File: src/hdl/pcmts_pkg.sv
// ----------------------------------------------------------------------------
// pcmts_pkg
// Shared widths, constants and types of the PCM packet timestamp builder.
// ----------------------------------------------------------------------------
package pcmts_pkg;

	localparam int RATE_BITS_DEF = 20;

	localparam int POS_W     = 64;
	localparam int TICK_W    = 64;
	localparam int FRAMES_W  = 32;
	localparam int NS_W      = 63;
	localparam int NUM_W     = 64;	// 2*frames*1e9 + rate, below 2^64
	localparam int PROD_W    = 62;	// frames*1e9, below 2^62
	localparam int TS_FULL_W = 71;	// ticks*100 before saturation
	localparam int SPS_W     = 30;

	localparam logic [NS_W-1:0]   NS_MAX     = '1;
	localparam logic [6:0]        TICK_NS    = 7'd100;
	localparam logic [TICK_W-1:0] TICK_LIMIT = TICK_W'(NS_MAX) / TICK_W'(100);
	localparam logic [SPS_W-1:0]  NS_PER_SEC = 30'd1000000000;
	localparam logic [31:0]       RATE_RESET = 32'd48000;

	typedef enum logic [1:0] {
		ST_OK        = 2'd0,
		ST_NO_FRAMES = 2'd1,
		ST_NO_RATE   = 2'd2
	} status_t;

	// fields that ride alongside the divider
	typedef struct packed {
		status_t               status;
		logic [POS_W-1:0]      pos;
		logic [TICK_W-1:0]     ticks;
		logic [FRAMES_W-1:0]   frames;
		logic [NS_W-1:0]       ts_ns;
	} side_t;

	typedef struct packed {
		status_t               status;
		logic [POS_W-1:0]      frame_position_out;
		logic [TICK_W-1:0]     counter_time_out;
		logic [FRAMES_W-1:0]   frames_out;
		logic [NS_W-1:0]       timestamp_ns;
		logic [NS_W-1:0]       packet_len_ns;
	} result_t;

endpackage

File: src/hdl/pcmts_top_dummy_never.sv
// ----------------------------------------------------------------------------
// pcmts_sat
// Final result assembly: duration saturation and zeroing on error.
// ----------------------------------------------------------------------------
module pcmts_sat (
	input  logic [pcmts_pkg::NUM_W-1:0] quo,
	input  pcmts_pkg::side_t            side,
	output pcmts_pkg::result_t          result
);

	always_comb begin
		result                    = '0;
		result.status             = side.status;
		result.frame_position_out = side.pos;
		result.counter_time_out   = side.ticks;
		result.frames_out         = side.frames;
		result.timestamp_ns       = side.ts_ns;
		if (side.status == pcmts_pkg::ST_OK) begin
			result.packet_len_ns = quo[pcmts_pkg::NUM_W-1] ? pcmts_pkg::NS_MAX
				: quo[pcmts_pkg::NS_W-1:0];
		end
	end

endmodule

File: config.mk
export PLATFORM = sky130hd
export DESIGN_NAME = pcmts_sat
export DESIGN_NICKNAME = d
export VERILOG_FILES = /design/src/hdl/pcmts_pkg.sv /design/src/hdl/pcmts_top_dummy_never.sv
export SDC_FILE = /design/constraint.sdc
export NUM_CORES = 1
export LEC_CHECK = 0
export BUFFER_PORTS_ARGS = -buffer_cell sky130_fd_sc_hd__buf_2
export CAP_MARGIN = 20
export CORE_AREA = 2 2 227 229
export DETAILED_ROUTE_END_ITERATION = 8
export DIE_AREA = 0 0 229 231
export PLACE_DENSITY_LB_ADDON = 0.25
export REMOVE_ABC_BUFFERS = 1
export SETUP_SLACK_MARGIN = 0.02
export SYNTH_ARGS = -nofsm -noshare
export SYNTH_HDL_FRONTEND = slang
export SYNTH_SLANG_ARGS = --single-unit
File: constraint.sdc
create_clock -name vclk -period 1.4
set_input_delay 0.28 -clock vclk [all_inputs]
set_output_delay 0.28 -clock vclk [all_outputs]
set_load 0.05 [all_outputs]
# == After elaboration in Yosys (flattened, before gate mapping) ==
# Cells that the tools add are included.
# totals
out_inout_bits,288
regBits,0
input_bits,289
# classes
n_reduce_logical,1
n_mux,2
# op_table
op,n
$mux 63,2
$logic_not 2->1,1

# == Depth between registers and ports, before layout ==
# Gate-level depths: netlist of run 1.
# logic_depth
depth_word,2
ltp_mapped,3

# == Worst setup path after synthesis of run 1 ==
# OpenSTA, ideal clock, no wires.
# synth_path
path_type,input to output
startpoint,input port quo[63] (netlist bit)
endpoint,output port result[51] (netlist bit)
n_path_buf,2
t_required_ns,1.120
cell_stages,3
t_arrival_ns,1.039
slack_ns,0.081
path_cell_list,buf_2 > buf_2 > o21a_1
# synth_lines
item,line_no,source
from (decl),pcmts_top_dummy_never.sv:6,"input logic [pcmts_pkg::NUM_W-1:0] quo,"
to (decl),pcmts_top_dummy_never.sv:8,output pcmts_pkg::result_t result

==> results of run 1 <==
power by group through the flow:
stage / sequential, mW / clock (mW) / combinational (mW)
2_1_floorplan: 0 / 0 / 0.443
3_3_place_gp: 0 / 0 / 0.740
3_5_place_dp: 0 / 0 / 0.736
4_1_cts: 0 / 0 / 0.805
5_1_grt: 0 / 0 / 0.937
6_report: 0 / 0 / 0.897
repair_timing:
action / 4_1_cts / 5_1_grt
resized for setup: 68 / 47
pin swaps: 0 / 1
hold endpoints to repair: 0 / 0
setup buffers: 0 / 2
endpoints found under the setup margin: 62 / 63
cloned: 0 / 3
final cells by class:
cell class	count	area share
Multi-Input combinational cell	64	0.195
Tap cell	680	0.331
Timing Repair Buffer	141	0.475
how the worst max path moves through the flow:
stage	to	slack, ns	cells after the start
after detailed placement	result[3]	-0.05	5
after global routing	result[58]	-0.05	6
after floorplan	result[0]	-0.10	2
final	result[47]	-0.02	6
after CTS	result[45]	0.002	5
after global placement	result[46]	-0.05	5
layer usage:
layer  routed length [um]  part of all wire  up-vias  GRT usage
met5                  424            0.0068        -     0.0579
met4                  981             0.016        8     0.0290
met3                20300              0.33       28      0.348
met2                33700              0.54      616      0.436
met1                 6850              0.11      704     0.0672
li1                     -                 -      539          -
synth_stat cells:
| master | count |
|---|---|
| o21a_1 | 63 |
| nor2_8 | 1 |
| buf_4 | 225 |
| buf_2 | 7 |
| clkbuf_8 | 6 |
cells by family after synthesis:
logic type | count (synthesis) | share of synthesized area
buf+inv | 238 | 0.786
simple gates | 1 | 0.00871
compound gates | 63 | 0.206
cell usage in the layout (no fill, tap or decap):
cell / n
buf_8: 1
o21a_4: 1
buf_2: 66
nor2_8: 1
o21a_1: 62
buf_4: 16
buf_12: 7
buf_6: 48
clkbuf_16: 3
==> run_results.csv, run 1 <==
group,metric,value,unit
die,die_x,229,um
drt,vias,1895,
worst_hold_path,hold_end,"result[63]",
logic_synthesis,syn-mean-instance-area,7.61,um^2
critical_path,cp_data_required_time,1.12,ns
logic_synthesis,synth_seq_area_share,0,
finish,finalNonFillerCells,885,
drt,drt_iter0_drc,93,
die,coreArea,50700,um^2
pwr,p_comb_frac,1.000,
pwr,p_leak,0.898,nW
die,die-area,52900,um^2
place,placed_cells_incl_taps,880,
drt,routed_wl,62.2,mm
timing,layout_setup_ws,-0.0152,ns
critical_path,cpMostUsedCell,"buf_12",
finish,finalNetCount,496,
logic_synthesis,ys_types,5,
flow_run,cap_violations,0,
critical_path,slowest_stage,"buf_12",
pwr,vdd.ir_drop.worst,0.176,mV
grt,antenna_found_initial,0,
drt,firstDrtPassIters,4,
logic_synthesis,yosysTopAreaCellShare,0.734,
finish,fillCellCount,6077,
die,rows,83,
drt,drc_errors,0,
die,initial_core_util,0.0454,
logic_synthesis,synth.area.top_cells,"buf_4, o21a_1, clkbuf_8",
timing,final_hold_viol_count,0,
pwr,powerDensity,349,nW/um^2
clock_tree,cts_hold_buf,0,
die,io_pins,577,
pwr,p_int,353,uW
place,postPlaceCellArea,2120,um^2
drt,ant_nets,0,
pwr,switching_share,0.607,
critical_path,crit_type,"input pin to primary output",
grt,track_usage,0.224,
drt,drt-wirelength-per-cell,70.3,um
critical_path,crit_path_max_fanout,6,
worst_hold_path,hold_class,"input pin to primary output",
pwr,p_clk_frac,0,
pwr,pwr-share-seq,0,
grt,first_global_vias,1508,
timing,min_period,1.42,ns
finish,antenna_cells,0,
finish,drive_above_1_share,0.698,
timing,relSlewSlack,0.833,
finish,multiInputGateArea,500,um^2
timing,setup_viol,4,
critical_path,crit_chain,"buf_8 -> nor2_8 -> buf_12 -> clkbuf_16 -> o21a_1 -> buf_12",
logic_synthesis,synth_area_leader_cell,"buf_4",
finish,fin_util,0.0508,
critical_path,critPathLaunchType,"input pin",
place,pre_cts_slack,-0.0540,ns
timing,grt_setup_unrepaired,"true",
logic_synthesis,yosys_warnings,0,
pwr,switchingPower,544,uW
timing,slew_violations,0,
run_status,violations,"negative setup slack",
finish,num-clock-buffers,0,
timing,tns,-0.0223,ns
die,chipHeight,231,um
finish,area_growth,11.9,%
critical_path,arrival,1.14,ns
grt,grt-ovfl-total,0,
timing,tightestPinTransition,0.250,ns
finish,design.seq.count,0,
critical_path,worst_setup_path_end_kind,"primary output",
grt,grt_pass1_wl,65.1,mm
finish,final_cell_area,2570,um^2
critical_path,path_delay_family,"buffers and inverters",
critical_path,crit_path_max_incr_delay,0.16,ns
place,numPortBuffers,131,
timing,timing.fmax,707,MHz
critical_path,path_buf_inv,4,
place,place_congestion,1.06,
drt,viasPerCell,2.14,
timing,fin_crit_sh,1.01,
timing,whs,0.561,ns
logic_synthesis,syn_inst,302,
run_status,status,"finished with violations",
logic_synthesis,netlist_area,2300,um^2
place,dp_hpwl,60.0,mm
finish,seq_area,0,um^2
worst_hold_path,holdCritStartpoint,"side[0]",
worst_hold_path,hold_depth,0,
grt,grt_max_degree,43,
critical_path,critPathLaunch,"side[223]",
pwr,fin_total_pwr,897,uW
No activity file was read; power rests on OpenSTA's default activity.
==> inputs of run 2 (changes only) <==
PLACE_DENSITY = 0.33   (was default)
PLACE_DENSITY_LB_ADDON = default   (was 0.25)
SKIP_LAST_GASP = 1   (was default)
==> run 2 against run 1 <==
Sequential share of layout area unchanged. Largest power group unchanged. Die area stayed put. The flow now finishes without violations. Via count shrank 3.7%. Combinational power decreased by 7.0%. Core utilization fell by 0.31 points. Highest routed layer unchanged.
==> run_results.csv, run 2 (synthesis results as in run 1) <==
group,metric,value,unit
finish,seq_area,0,um^2
timing,grt_setup_unrepaired,"true",
grt,grt_max_degree,29,
timing,whs,0.561,ns
critical_path,critPathLaunchType,"input pin",
timing,final_hold_viol_count,0,
finish,multiInputGateArea,493,um^2
pwr,p_comb_frac,1.000,
timing,tightestPinTransition,0.253,ns
die,io_pins,577,
die,die_x,229,um
pwr,p_leak,0.841,nW
place,numPortBuffers,131,
flow_run,cap_violations,0,
worst_hold_path,hold_class,"input pin to primary output",
critical_path,slowest_stage,"buf_4",
timing,tns,0,ns
finish,num-clock-buffers,0,
die,die-area,52900,um^2
die,coreArea,50700,um^2
critical_path,cp_data_required_time,1.12,ns
drt,viasPerCell,2.07,
critical_path,path_buf_inv,3,
die,rows,83,
finish,final_cell_area,2420,um^2
drt,firstDrtPassIters,6,
critical_path,crit_chain,"buf_2 -> nor2_8 -> buf_12 -> o21a_1 -> buf_4",
run_status,status,"finished clean",
critical_path,arrival,1.10,ns
pwr,switching_share,0.626,
finish,area_growth,5.06,%
timing,fin_crit_sh,0.983,
place,placed_cells_incl_taps,881,
die,chipHeight,231,um
timing,slew_violations,0,
drt,ant_nets,0,
grt,first_global_vias,1582,
pwr,switchingPower,522,uW
die,initial_core_util,0.0454,
grt,grt_pass1_wl,64.0,mm
finish,final_common_cell,"buf_2",
finish,final_cell_mix,"buf_2, o21a_1, buf_6, buf_4, buf_12",
critical_path,crit_path_max_fanout,22,
place,dp_hpwl,59.1,mm
critical_path,critPathLaunch,"side[224]",
place,place_congestion,1.09,
drt,vias,1825,
grt,antenna_found_initial,0,
timing,setup_viol,0,
pwr,pwr-share-seq,0,
grt,track_usage,0.220,
pwr,powerDensity,345,nW/um^2
finish,drive_above_1_share,0.687,
worst_hold_path,holdCritStartpoint,"side[161]",
timing,timing.fmax,727,MHz
timing,relSlewSlack,0.832,
grt,grt-ovfl-total,0,
timing,min_period,1.38,ns
drt,drt-wirelength-per-cell,68.6,um
pwr,vdd.ir_drop.worst,0.156,mV
critical_path,worst_setup_path_end_kind,"primary output",
finish,antenna_cells,0,
pwr,p_clk_frac,0,
finish,finalNonFillerCells,881,
finish,fillCellCount,6082,
drt,drc_errors,0,
finish,finalNetCount,492,
drt,drt_iter0_drc,132,
critical_path,crit_type,"input pin to primary output",
place,postPlaceCellArea,2120,um^2
clock_tree,cts_hold_buf,0,
finish,design.seq.count,0,
critical_path,path_delay_family,"buffers and inverters",
pwr,p_int,312,uW
drt,routed_wl,60.5,mm
critical_path,crit_path_max_incr_delay,0.19,ns
==> run 2: cell count changes in the layout (fill, tap and decap cells not counted), sizes merged <==
cell and delta:
clkbuf -3, buf -1
==> run 2: worst paths after layout <==
check,end,cells after the start
min,result[224],0
max,result[57],5
==> run 2: final cells by class <==
cell class,instances,area share
tap,680,0.352
timing repair buffer,137,0.444
multi-input combinational,64,0.204
==> run 2: per-layer routing <==
layer	up-vias	wire [um]	GRT usage	share of wire
li1	529	-	-	-
met1	609	4750	0.0475	0.078
met2	647	31200	0.405	0.52
met3	36	23000	0.397	0.38
met4	4	1280	0.0424	0.021
met5	-	269	0.0395	0.0044
==> run 2: power groups by stage <==
stage               registers [mW]  logic, mW  clock network [mW]
floorplan                        0      0.443                   0
global placement                 0      0.734                   0
detailed placement               0      0.732                   0
CTS                              0      0.798                   0
global route                     0      0.877                   0
finish                           0      0.834                   0
==> run 2: through the flow <==
step	power [mW]	utilization	setup WS (ns)
2_1_floorplan	0.443	-	-0.101
3_3_place_gp	0.734	0.0418	-0.0436
3_5_place_dp	0.732	0.0418	-0.0503
4_1_cts	0.798	0.0451	0.00637
5_1_grt	0.877	0.0477	-0.0343
6_report	0.834	0.0477	0.0240
==> run 2: timing repair <==
item                                    4_1_cts  5_1_grt
buffers inserted                              0        0
endpoints found under the setup margin       63       63
gates resized for setup                      65       35
