<file path="config.mk">
export PLATFORM = sky130hd
export DESIGN_NAME = pcmts_out_buf
export DESIGN_NICKNAME = d
export VERILOG_FILES = /design/src/hdl/pcmts_pkg.sv /design/src/hdl/pcmts_out_buf.sv
export SDC_FILE = /design/constraint.sdc
export NUM_CORES = 1
export LEC_CHECK = 0
export BUFFER_PORTS_ARGS = -buffer_cell sky130_fd_sc_hd__buf_4
export CAP_MARGIN = 20
export CORE_ASPECT_RATIO = 0.6
export CORE_MARGIN = 2
export CORE_UTILIZATION = 55
export DETAILED_ROUTE_END_ITERATION = 7
export PLACE_DENSITY = 0.81
export SLEW_MARGIN = 25
export SYNTH_ARGS = -nofsm -noshare
export SYNTH_HDL_FRONTEND = slang
export SYNTH_SLANG_ARGS = --single-unit
</file>
<file path="constraint.sdc">
create_clock -name clk -period 17.81 [get_ports clk]
set_input_delay 1.781 -clock clk [delete_from_list [all_inputs] [get_ports clk]]
set_output_delay 1.781 -clock clk [all_outputs]
set_load 0.03 [all_outputs]
</file>
<file path="src/hdl/pcmts_pkg.sv">
// ----------------------------------------------------------------------------
// pcmts_pkg
// Shared widths, constants and types of the PCM packet timestamp builder.
// ----------------------------------------------------------------------------
package pcmts_pkg;

	localparam int RATE_BITS_DEF = 20;

	localparam int POS_W     = 64;
	localparam int TICK_W    = 64;
	localparam int FRAMES_W  = 32;
	localparam int NS_W      = 63;
	localparam int NUM_W     = 64;	// 2*frames*1e9 + rate, below 2^64
	localparam int PROD_W    = 62;	// frames*1e9, below 2^62
	localparam int TS_FULL_W = 71;	// ticks*100 before saturation
	localparam int SPS_W     = 30;

	localparam logic [NS_W-1:0]   NS_MAX     = '1;
	localparam logic [6:0]        TICK_NS    = 7'd100;
	localparam logic [TICK_W-1:0] TICK_LIMIT = TICK_W'(NS_MAX) / TICK_W'(100);
	localparam logic [SPS_W-1:0]  NS_PER_SEC = 30'd1000000000;
	localparam logic [31:0]       RATE_RESET = 32'd48000;

	typedef enum logic [1:0] {
		ST_OK        = 2'd0,
		ST_NO_FRAMES = 2'd1,
		ST_NO_RATE   = 2'd2
	} status_t;

	// fields that ride alongside the divider
	typedef struct packed {
		status_t               status;
		logic [POS_W-1:0]      pos;
		logic [TICK_W-1:0]     ticks;
		logic [FRAMES_W-1:0]   frames;
		logic [NS_W-1:0]       ts_ns;
	} side_t;

	typedef struct packed {
		status_t               status;
		logic [POS_W-1:0]      frame_position_out;
		logic [TICK_W-1:0]     counter_time_out;
		logic [FRAMES_W-1:0]   frames_out;
		logic [NS_W-1:0]       timestamp_ns;
		logic [NS_W-1:0]       packet_len_ns;
	} result_t;

endpackage

</file>
<file path="src/hdl/pcmts_out_buf.sv">
// ----------------------------------------------------------------------------
// pcmts_out_buf
// Two-entry output buffer. Full only when both entries hold an item, so
// the pipeline keeps moving while one result waits at the output.
// ----------------------------------------------------------------------------
module pcmts_out_buf (
	input  logic               clk,
	input  logic               arst_n,
	input  logic               push,
	input  pcmts_pkg::result_t push_data,
	input  logic               pop,
	output logic               not_empty,
	output logic               full,
	output pcmts_pkg::result_t head
);

	logic [1:0]         count_q;
	pcmts_pkg::result_t ent_q [2];

	assign not_empty = (count_q != 2'd0);
	assign full      = (count_q == 2'd2);
	assign head      = ent_q[0];

	always_ff @(posedge clk or negedge arst_n) begin
		if (!arst_n) begin
			count_q <= 2'd0;
		end else if (push && !pop) begin
			count_q <= count_q + 2'd1;
		end else if (pop && !push) begin
			count_q <= count_q - 2'd1;
		end
	end

	always_ff @(posedge clk) begin
		if (push && pop) begin
			if (count_q == 2'd1) begin
				ent_q[0] <= push_data;
			end else begin
				ent_q[0] <= ent_q[1];
				ent_q[1] <= push_data;
			end
		end else if (push) begin
			if (count_q == 2'd0) begin
				ent_q[0] <= push_data;
			end else begin
				ent_q[1] <= push_data;
			end
		end else if (pop) begin
			ent_q[0] <= ent_q[1];
		end
	end

endmodule

</file>
# Word-level counts from Yosys, hierarchy flattened
# Memories as Yosys holds them, arrays and structs flattened.
# Index checks and enable logic that the tools add are counted.
[totals]
regBits = 2
latch_bits = 0
ramBits = 576
rom_bits = 0
inputBits = 292
out_inout_bits = 290
word_cells = 42
mem_count = 1
[mem_list]
columns = ["name", "words", "width", "read_ports", "rd_ports_with_merged_regs", "write_ports", "line_no", "source"]
rows = [
  ["ent_q", 2, 288, 2, 0, 2, "pcmts_out_buf.sv:18", "pcmts_pkg::result_t ent_q [2];"],
]
[op_classes]
add_sub_neg = 2
n_mul = 0
n_div = 0
magnitude_cmp = 0
eq_ne = 2
shifts = 0
muxes = 24
bitwise_logic = 4
reduce_logical = 8
[ops]
columns = ["operator", "count"]
rows = [
  ["288-bit 2-to-1 mux", 4],
  ["1-bit 2-to-1 mux", 18],
  ["2-bit 2-to-1 mux", 2],
  ["1-bit bitwise OR", 4],
  ["2-bit nonzero test", 2],
  ["1-bit logical AND", 3],
  ["2-bit by 1-bit adder with 2-bit output, second input constant", 1],
  ["2-bit by 1-bit == test with 1-bit output, second input constant", 1],
  ["2-bit == test, second input constant", 1],
  ["1-bit zero test", 2],
  ["2-bit zero test", 1],
  ["2-bit by 1-bit subtractor with 2-bit output, second input constant", 1],
]

# Longest topological paths before layout
# Gate-level depths: netlist of run 1.
[logic_depth]
word_depth = 7
depth_mapped = 8
mapped_depth_nobuf = 4

# Worst setup path after synthesis of run 1
# Ideal clock, no wire load.
[synth_path]
path_type = "input to register"
startpoint = "input port push"
endpoint = "memory ent_q[0][0] (netlist bit) (enable)"
arrival_ps = 9678
required_ps = 17091
setup_slack_ps = 7413
cell_stages = 5
path_cell_list = "ha_1 -> buf_4 -> clkbuf_1 -> inv_1 -> a311o_1"
[synth_rtl]
columns = ["item", "line_no", "source"]
rows = [
  ["from (decl)", "pcmts_out_buf.sv:9", "input logic push,"],
  ["to (decl)", "pcmts_out_buf.sv:18", ""],
]

==> results of run 1 <==
## placed cells by master, fill, tap and decap left out, types with 6 or more instances in the layout
| master | count |
|---|---|
| buf_4 | 593 |
| edfxtp_1 | 576 |
| nand2_1 | 289 |
| nand2b_1 | 288 |
| nand4bb_1 | 288 |
| o211ai_1 | 288 |
| clkbuf_16 | 53 |
| clkbuf_1 | 11 |
| clkinv_1 | 11 |
| inv_1 | 7 |
| clkinv_2 | 6 |
## through the flow
step / power, W / area (sq um) / std cells / utilization / hold slack, ns
finish: 0.00411 / 32900 / 3086 / 0.687 / 0.542
floorplan: 0.00270 / 26700 / 1945 / - / 0.473
global placement: 0.00304 / 31200 / 2993 / 0.653 / 0.494
CTS: 0.00413 / 32800 / 3079 / 0.685 / 0.544
detailed placement: 0.00307 / 31300 / 2994 / 0.653 / 0.530
global route: 0.00426 / 32900 / 3084 / 0.687 / 0.580
## logic make-up (layout without fill, tap and decap cells)
group / after synthesis / count (layout) / share of synthesized area
AOI/OAI and AO/OA: 291 / 291 / 0.0819
xor gates and xnor gates: 2 / 2 / 0.000656
adders and majority gates: 9 / 9 / 0.00422
buffers and inverters: 199 / 695 / 0.0340
DFF: 578 / 578 / 0.649
other: 0 / 5 / 0
and+or+nand+nor: 866 / 866 / 0.230
## routing by layer
layer / wire length [microns] / global-route usage / vias up
li1: - / - / 8391
met3: 5310 / 0.0514 / 178
met4: 3520 / 0.125 / 0
met5: 0 / 0 / -
met2: 34600 / 0.437 / 870
met1: 27800 / 0.357 / 9181
## registers in the layout, summed over array words and instances (netlist names)
register  flops
ent_q       576
count_q       2
## power by group
group	internal [W]	total, W	switching [W]	leakage (nW)
Combinational	0.000451	0.00116	0.000710	5.17
Clock	0.000582	0.00106	0.000481	0.749
Sequential	0.00180	0.00189	0.0000909	5.55
Total	0.00283	0.00411	0.00128	11.5
## critical path: stages
cell	delay, ns
buf_4	0.14
inv_1	0.11
ha_4	0.63
buf_6	0.70
a41o_4	0.79
buf_4	0.82
buf_4	0.69
## area by class of cell
type | count | share of cell area
clock inverter | 21 | 0.00514
multi-input combinational | 1168 | 0.259
sequential | 578 | 0.527
inverter | 7 | 0.000799
timing repair buffer | 603 | 0.141
tap | 640 | 0.0243
clock buffer | 64 | 0.0416
antenna | 5 | 0.000380
## final timing paths
path                            start             to  cells past startpoint
setup reg to reg           count_q[1]  ent_q[1][229]                      6
max in group asynchronous      arst_n     count_q[1]                      1
min in group asynchronous      arst_n     count_q[0]                      1
hold / removal             count_q[1]     count_q[1]                      2
hold reg to reg            count_q[1]     count_q[1]                      2
setup / recovery                  pop  ent_q[1][229]                      7
==> results.txt, run 1 <==
Die height - 175 microns
Final hold vios - 0
CTS Hold Bufs - 0
Worst-path clk slew - 0.06 ns
Clk Latency, worst-skew pair - 0.56 ns
Place WS - 11.35 ns
Vias/cell - 6.03
I/O Pins - 582
Yosys reg bits - 578
Startpoint types - primary input
Fin nets - 2711
Status - finished clean
Register area share after synthesis - 0.649
Req. time, crit path - 18.00 ns
Synth top cells by count - edfxtp_1 (576), nand2_1 (289), nand2b_1 (288), nand4bb_1 (288), o211ai_1 (288)
Vias in the first global route - 18400
Fmax - 0.177 GHz
Synth Area per Inst - 13.7 sq um
Die Area - 0.0504 sq mm
WL final - 71200 microns
Post-Synthesis Cell Area - 0.0267 sq mm
Filler Cells Inserted - 3253
Via count - 18600
Maximum vdd drop - 75.8 uV
Yosys warning total - 0
Area Growth Syn to Fin - 23.1%
HP Class - flop to flop
Routed wire per std cell - 23.1 microns
Post-route minimum period - 5.66 ns
Buffers added on ports - 581
Register area - 0.0173 sq mm
CTS tree - built
Crit path kind - primary input to flop
Gate Count Post-Synth - 1945
Clock Tree Root - clkbuf_16
Number of antenna-violating nets in the routed design - 0
Cell Pwr Density - 125 mW/mm^2
Grt ovf - 0
Post-synth EDFFs - 576
Post-CTS Resized - 0
Clock buffer depth - 3
Final setup margin - 12.15 ns
Initial Utilization - 0.558
Share of layout cells above drive strength 1 - 0.276
DR pass1 iterations - 5
Count of final max-slew check failures - 0
Crit path arrival time - 5.84 ns
Setup violators final - 0
Num rows - 62
Synth area leaders - edfxtp_1 (65%), nand4bb_1 (12%), o211ai_1 (8.1%), nand2b_1 (6.7%), nand2_1 (4.1%)
Clock sink count - 578
Critical path endpoint category - flop
Static Leakage - 11.5 nW
Synth Flop Type - edfxtp_1
Net Count, Synth - 2246
DRC viols - 0
Core area - 0.0479 sq mm
RSZ-0062 raised after global routing - false
Max-cap violations - 0
Num CTS Buffers - 52
Worst Skew - 0.0151 ns
1st-iter DRT viols - 1749
Htree depth - 2
GPL Wtd Cong - 0.839
Total track usage - 0.271
Die W - 289 microns
Final period util - 0.318
Post-CTS setup buffer count - 0
Count leader, synth - edfxtp_1
First-pass GRT wire length - 107000 microns
DP Wirelength - 43800 microns
Worst Max-Slew Pin Slew - 1.06 ns
Critical path fanouts, max - 115
Antenna violations before repair - 3
Fin Setup TNS - 0 ns
Share of Yosys cell area claimed by the top area cell type - 0.647
R2R Setup Slk - 14.17 ns
Area of the multi-input gates - 0.00853 sq mm
Area leader, netlist - edfxtp_1
Asr flop ratio synth - 0.00346
Slew HR - 0.293
Largest net degree at the start of global routing - 281
Count of different cell masters after synthesis - 19
(Power assumes the default switching activity.)
==> run 2, diff against run 1 <==
clock period = 5.7 ns   (was 17.81 ns; I/O delays follow)
==> results.txt, run 2 (synthesized netlist as in run 1, its figures left out) <==
Status - finished clean
Num rows - 62
HP Class - primary input to flop
Worst Max-Slew Pin Slew - 1.25 ns
Final period util - 0.610
Crit path arrival time - 3.76 ns
Buffers added on ports - 581
Startpoint types - primary input
Worst r2r dst - ent_q[0][118]
Family with the most delay on the worst path - buffers and inverters
Hold WS - 0.177 ns
GPL Wtd Cong - 0.831
Area Growth Syn to Fin - 24.6%
Req. time, crit path - 5.98 ns
Most frequent cells in the layout - buf_4 (586), edfxtp_1 (576), nand2_1 (289)
Clock Tree Root - clkbuf_16
Dpl cells - 2989
WL final - 70200 microns
Register area - 0.0173 sq mm
Critical path endpoint category - flop
Via count - 18500
Slew HR - 0.167
Fin cells - 3104
Top flop regs - ent_q x576, count_q x2
RR Startpoint - count_q[1]
Post-CTS Resized - 0
Vias in the first global route - 18400
Routed wire per std cell - 22.6 microns
Largest net degree at the start of global routing - 290
DP Wirelength - 41500 microns
Min-delay src - push_data[93]
DRC viols - 0
Post-CTS setup buffer count - 0
Total track usage - 0.267
Htree depth - 2
Most used cell, CP - buf_4
Maximum vdd drop - 346 uV
R2R Setup Slk - 2.58 ns
Max-cap violations - 0
Fin Setup TNS - 0 ns
Worst hold stages - 1
Antenna violations before repair - 10
CTS Hold Bufs - 1
Area of the multi-input gates - 0.00853 sq mm
CTS tree - built
Num CTS Buffers - 54
Core area - 0.0479 sq mm
Cell Pwr Density - 401 mW/mm^2
Post-route minimum period - 3.48 ns
Worst Path Buf+Inv - 3
Slowest CP cell - buf_4
Most flops, register - ent_q
Number of antenna-violating nets in the routed design - 0
Die W - 289 microns
Final instance area - 0.0333 sq mm
Die height - 175 microns
DP Area - 0.0313 sq mm
Worst-path cell chain - buf_4 > ha_4 > nor3b_4 > buf_12 > buf_4 > o211ai_1
Filler Cells Inserted - 3217
DR pass1 iterations - 5
Share of layout cells above drive strength 1 - 0.280
I/O Pins - 582
Final hold vios - 0
1st-iter DRT viols - 1676
Initial Utilization - 0.558
Hold EP - ent_q[1][93]
Max incr delay on CP - 0.85 ns
Fmax - 0.288 GHz
Worst Skew - 0.0200 ns
Commonest non-fill, non-tap cell in the layout - buf_4
Worst-path clk slew - 0.07 ns
Clock buffer depth - 3
Crit path kind - primary input to flop
Fin nets - 2710
Max reg flops - 576
Static Leakage - 11.6 nW
First-pass GRT wire length - 106000 microns
Setup violators final - 0
Clock sink count - 578
RSZ-0062 raised after global routing - false
Clk Latency, worst-skew pair - 0.57 ns
Vias/cell - 5.95
Die Area - 0.0504 sq mm
FF-to-FF path depth - 6
Critical path fanouts, max - 211
Count of final max-slew check failures - 0
Grt ovf - 0
run 2: changes by cell type in the layout (fill, tap and decap cells not counted), sizes merged, moves of 2 or more:
cell / change
bufinv: +6
buf: -4
clkinvlp: +2
clkbuf: +9
diode: +5
run 2: worst max path at each step:
stage,from,cells past startpoint,end
after floorplan,push,5,ent_q[0][0]
after global placement,push,6,ent_q[0][104]
after detailed placement,push,6,ent_q[0][193]
after CTS,push,6,ent_q[0][159]
after global routing,push,6,ent_q[0][183]
final,push,6,ent_q[0][118]
run 2: per-stage QoR:
step / power (W) / utilization / setup WS (ns)
6_report: 0.0133 / 0.695 / 2.22
2_1_floorplan: 0.00831 / - / 0.411
3_5_place_dp: 0.00959 / 0.654 / 1.59
5_1_grt: 0.0138 / 0.695 / 1.97
3_3_place_gp: 0.00950 / 0.654 / 1.66
4_1_cts: 0.0134 / 0.693 / 2.21
run 2: worst reg2reg max path, delay by kind of cell, from the launching register on:
family                   cells  cell delay (ns)
buffers and inverters        3             1.76
AND/OR/NAND/NOR              1             0.27
adder cells (fa/ha/maj)      1             0.19
AO/OA/AOI/OAI                1             0.27
flip-flops                   1             0.36
run 2: cell type report:
class | count | share of cell area
antenna | 10 | 0.000752
clock buffer | 73 | 0.0447
tap | 640 | 0.0241
sequential | 578 | 0.521
clock inverter | 28 | 0.0111
inverter | 7 | 0.000790
timing repair buffer | 600 | 0.141
multi-input combinational | 1168 | 0.256
run 2: layer usage:
metal,share of wire,vias to the layer above,GRT usage
met5,0,-,0
met4,0.048,0,0.122
met3,0.076,175,0.0601
met2,0.49,778,0.429
met1,0.39,9129,0.349
li1,-,8398,-
run 2: where the power goes:
group | switching [W] | total, W | leakage [nW] | internal [W]
combinational | 0.00222 | 0.00364 | 5.17 | 0.00142
sequential | 0.000268 | 0.00588 | 5.55 | 0.00561
clock | 0.00158 | 0.00382 | 0.900 | 0.00224
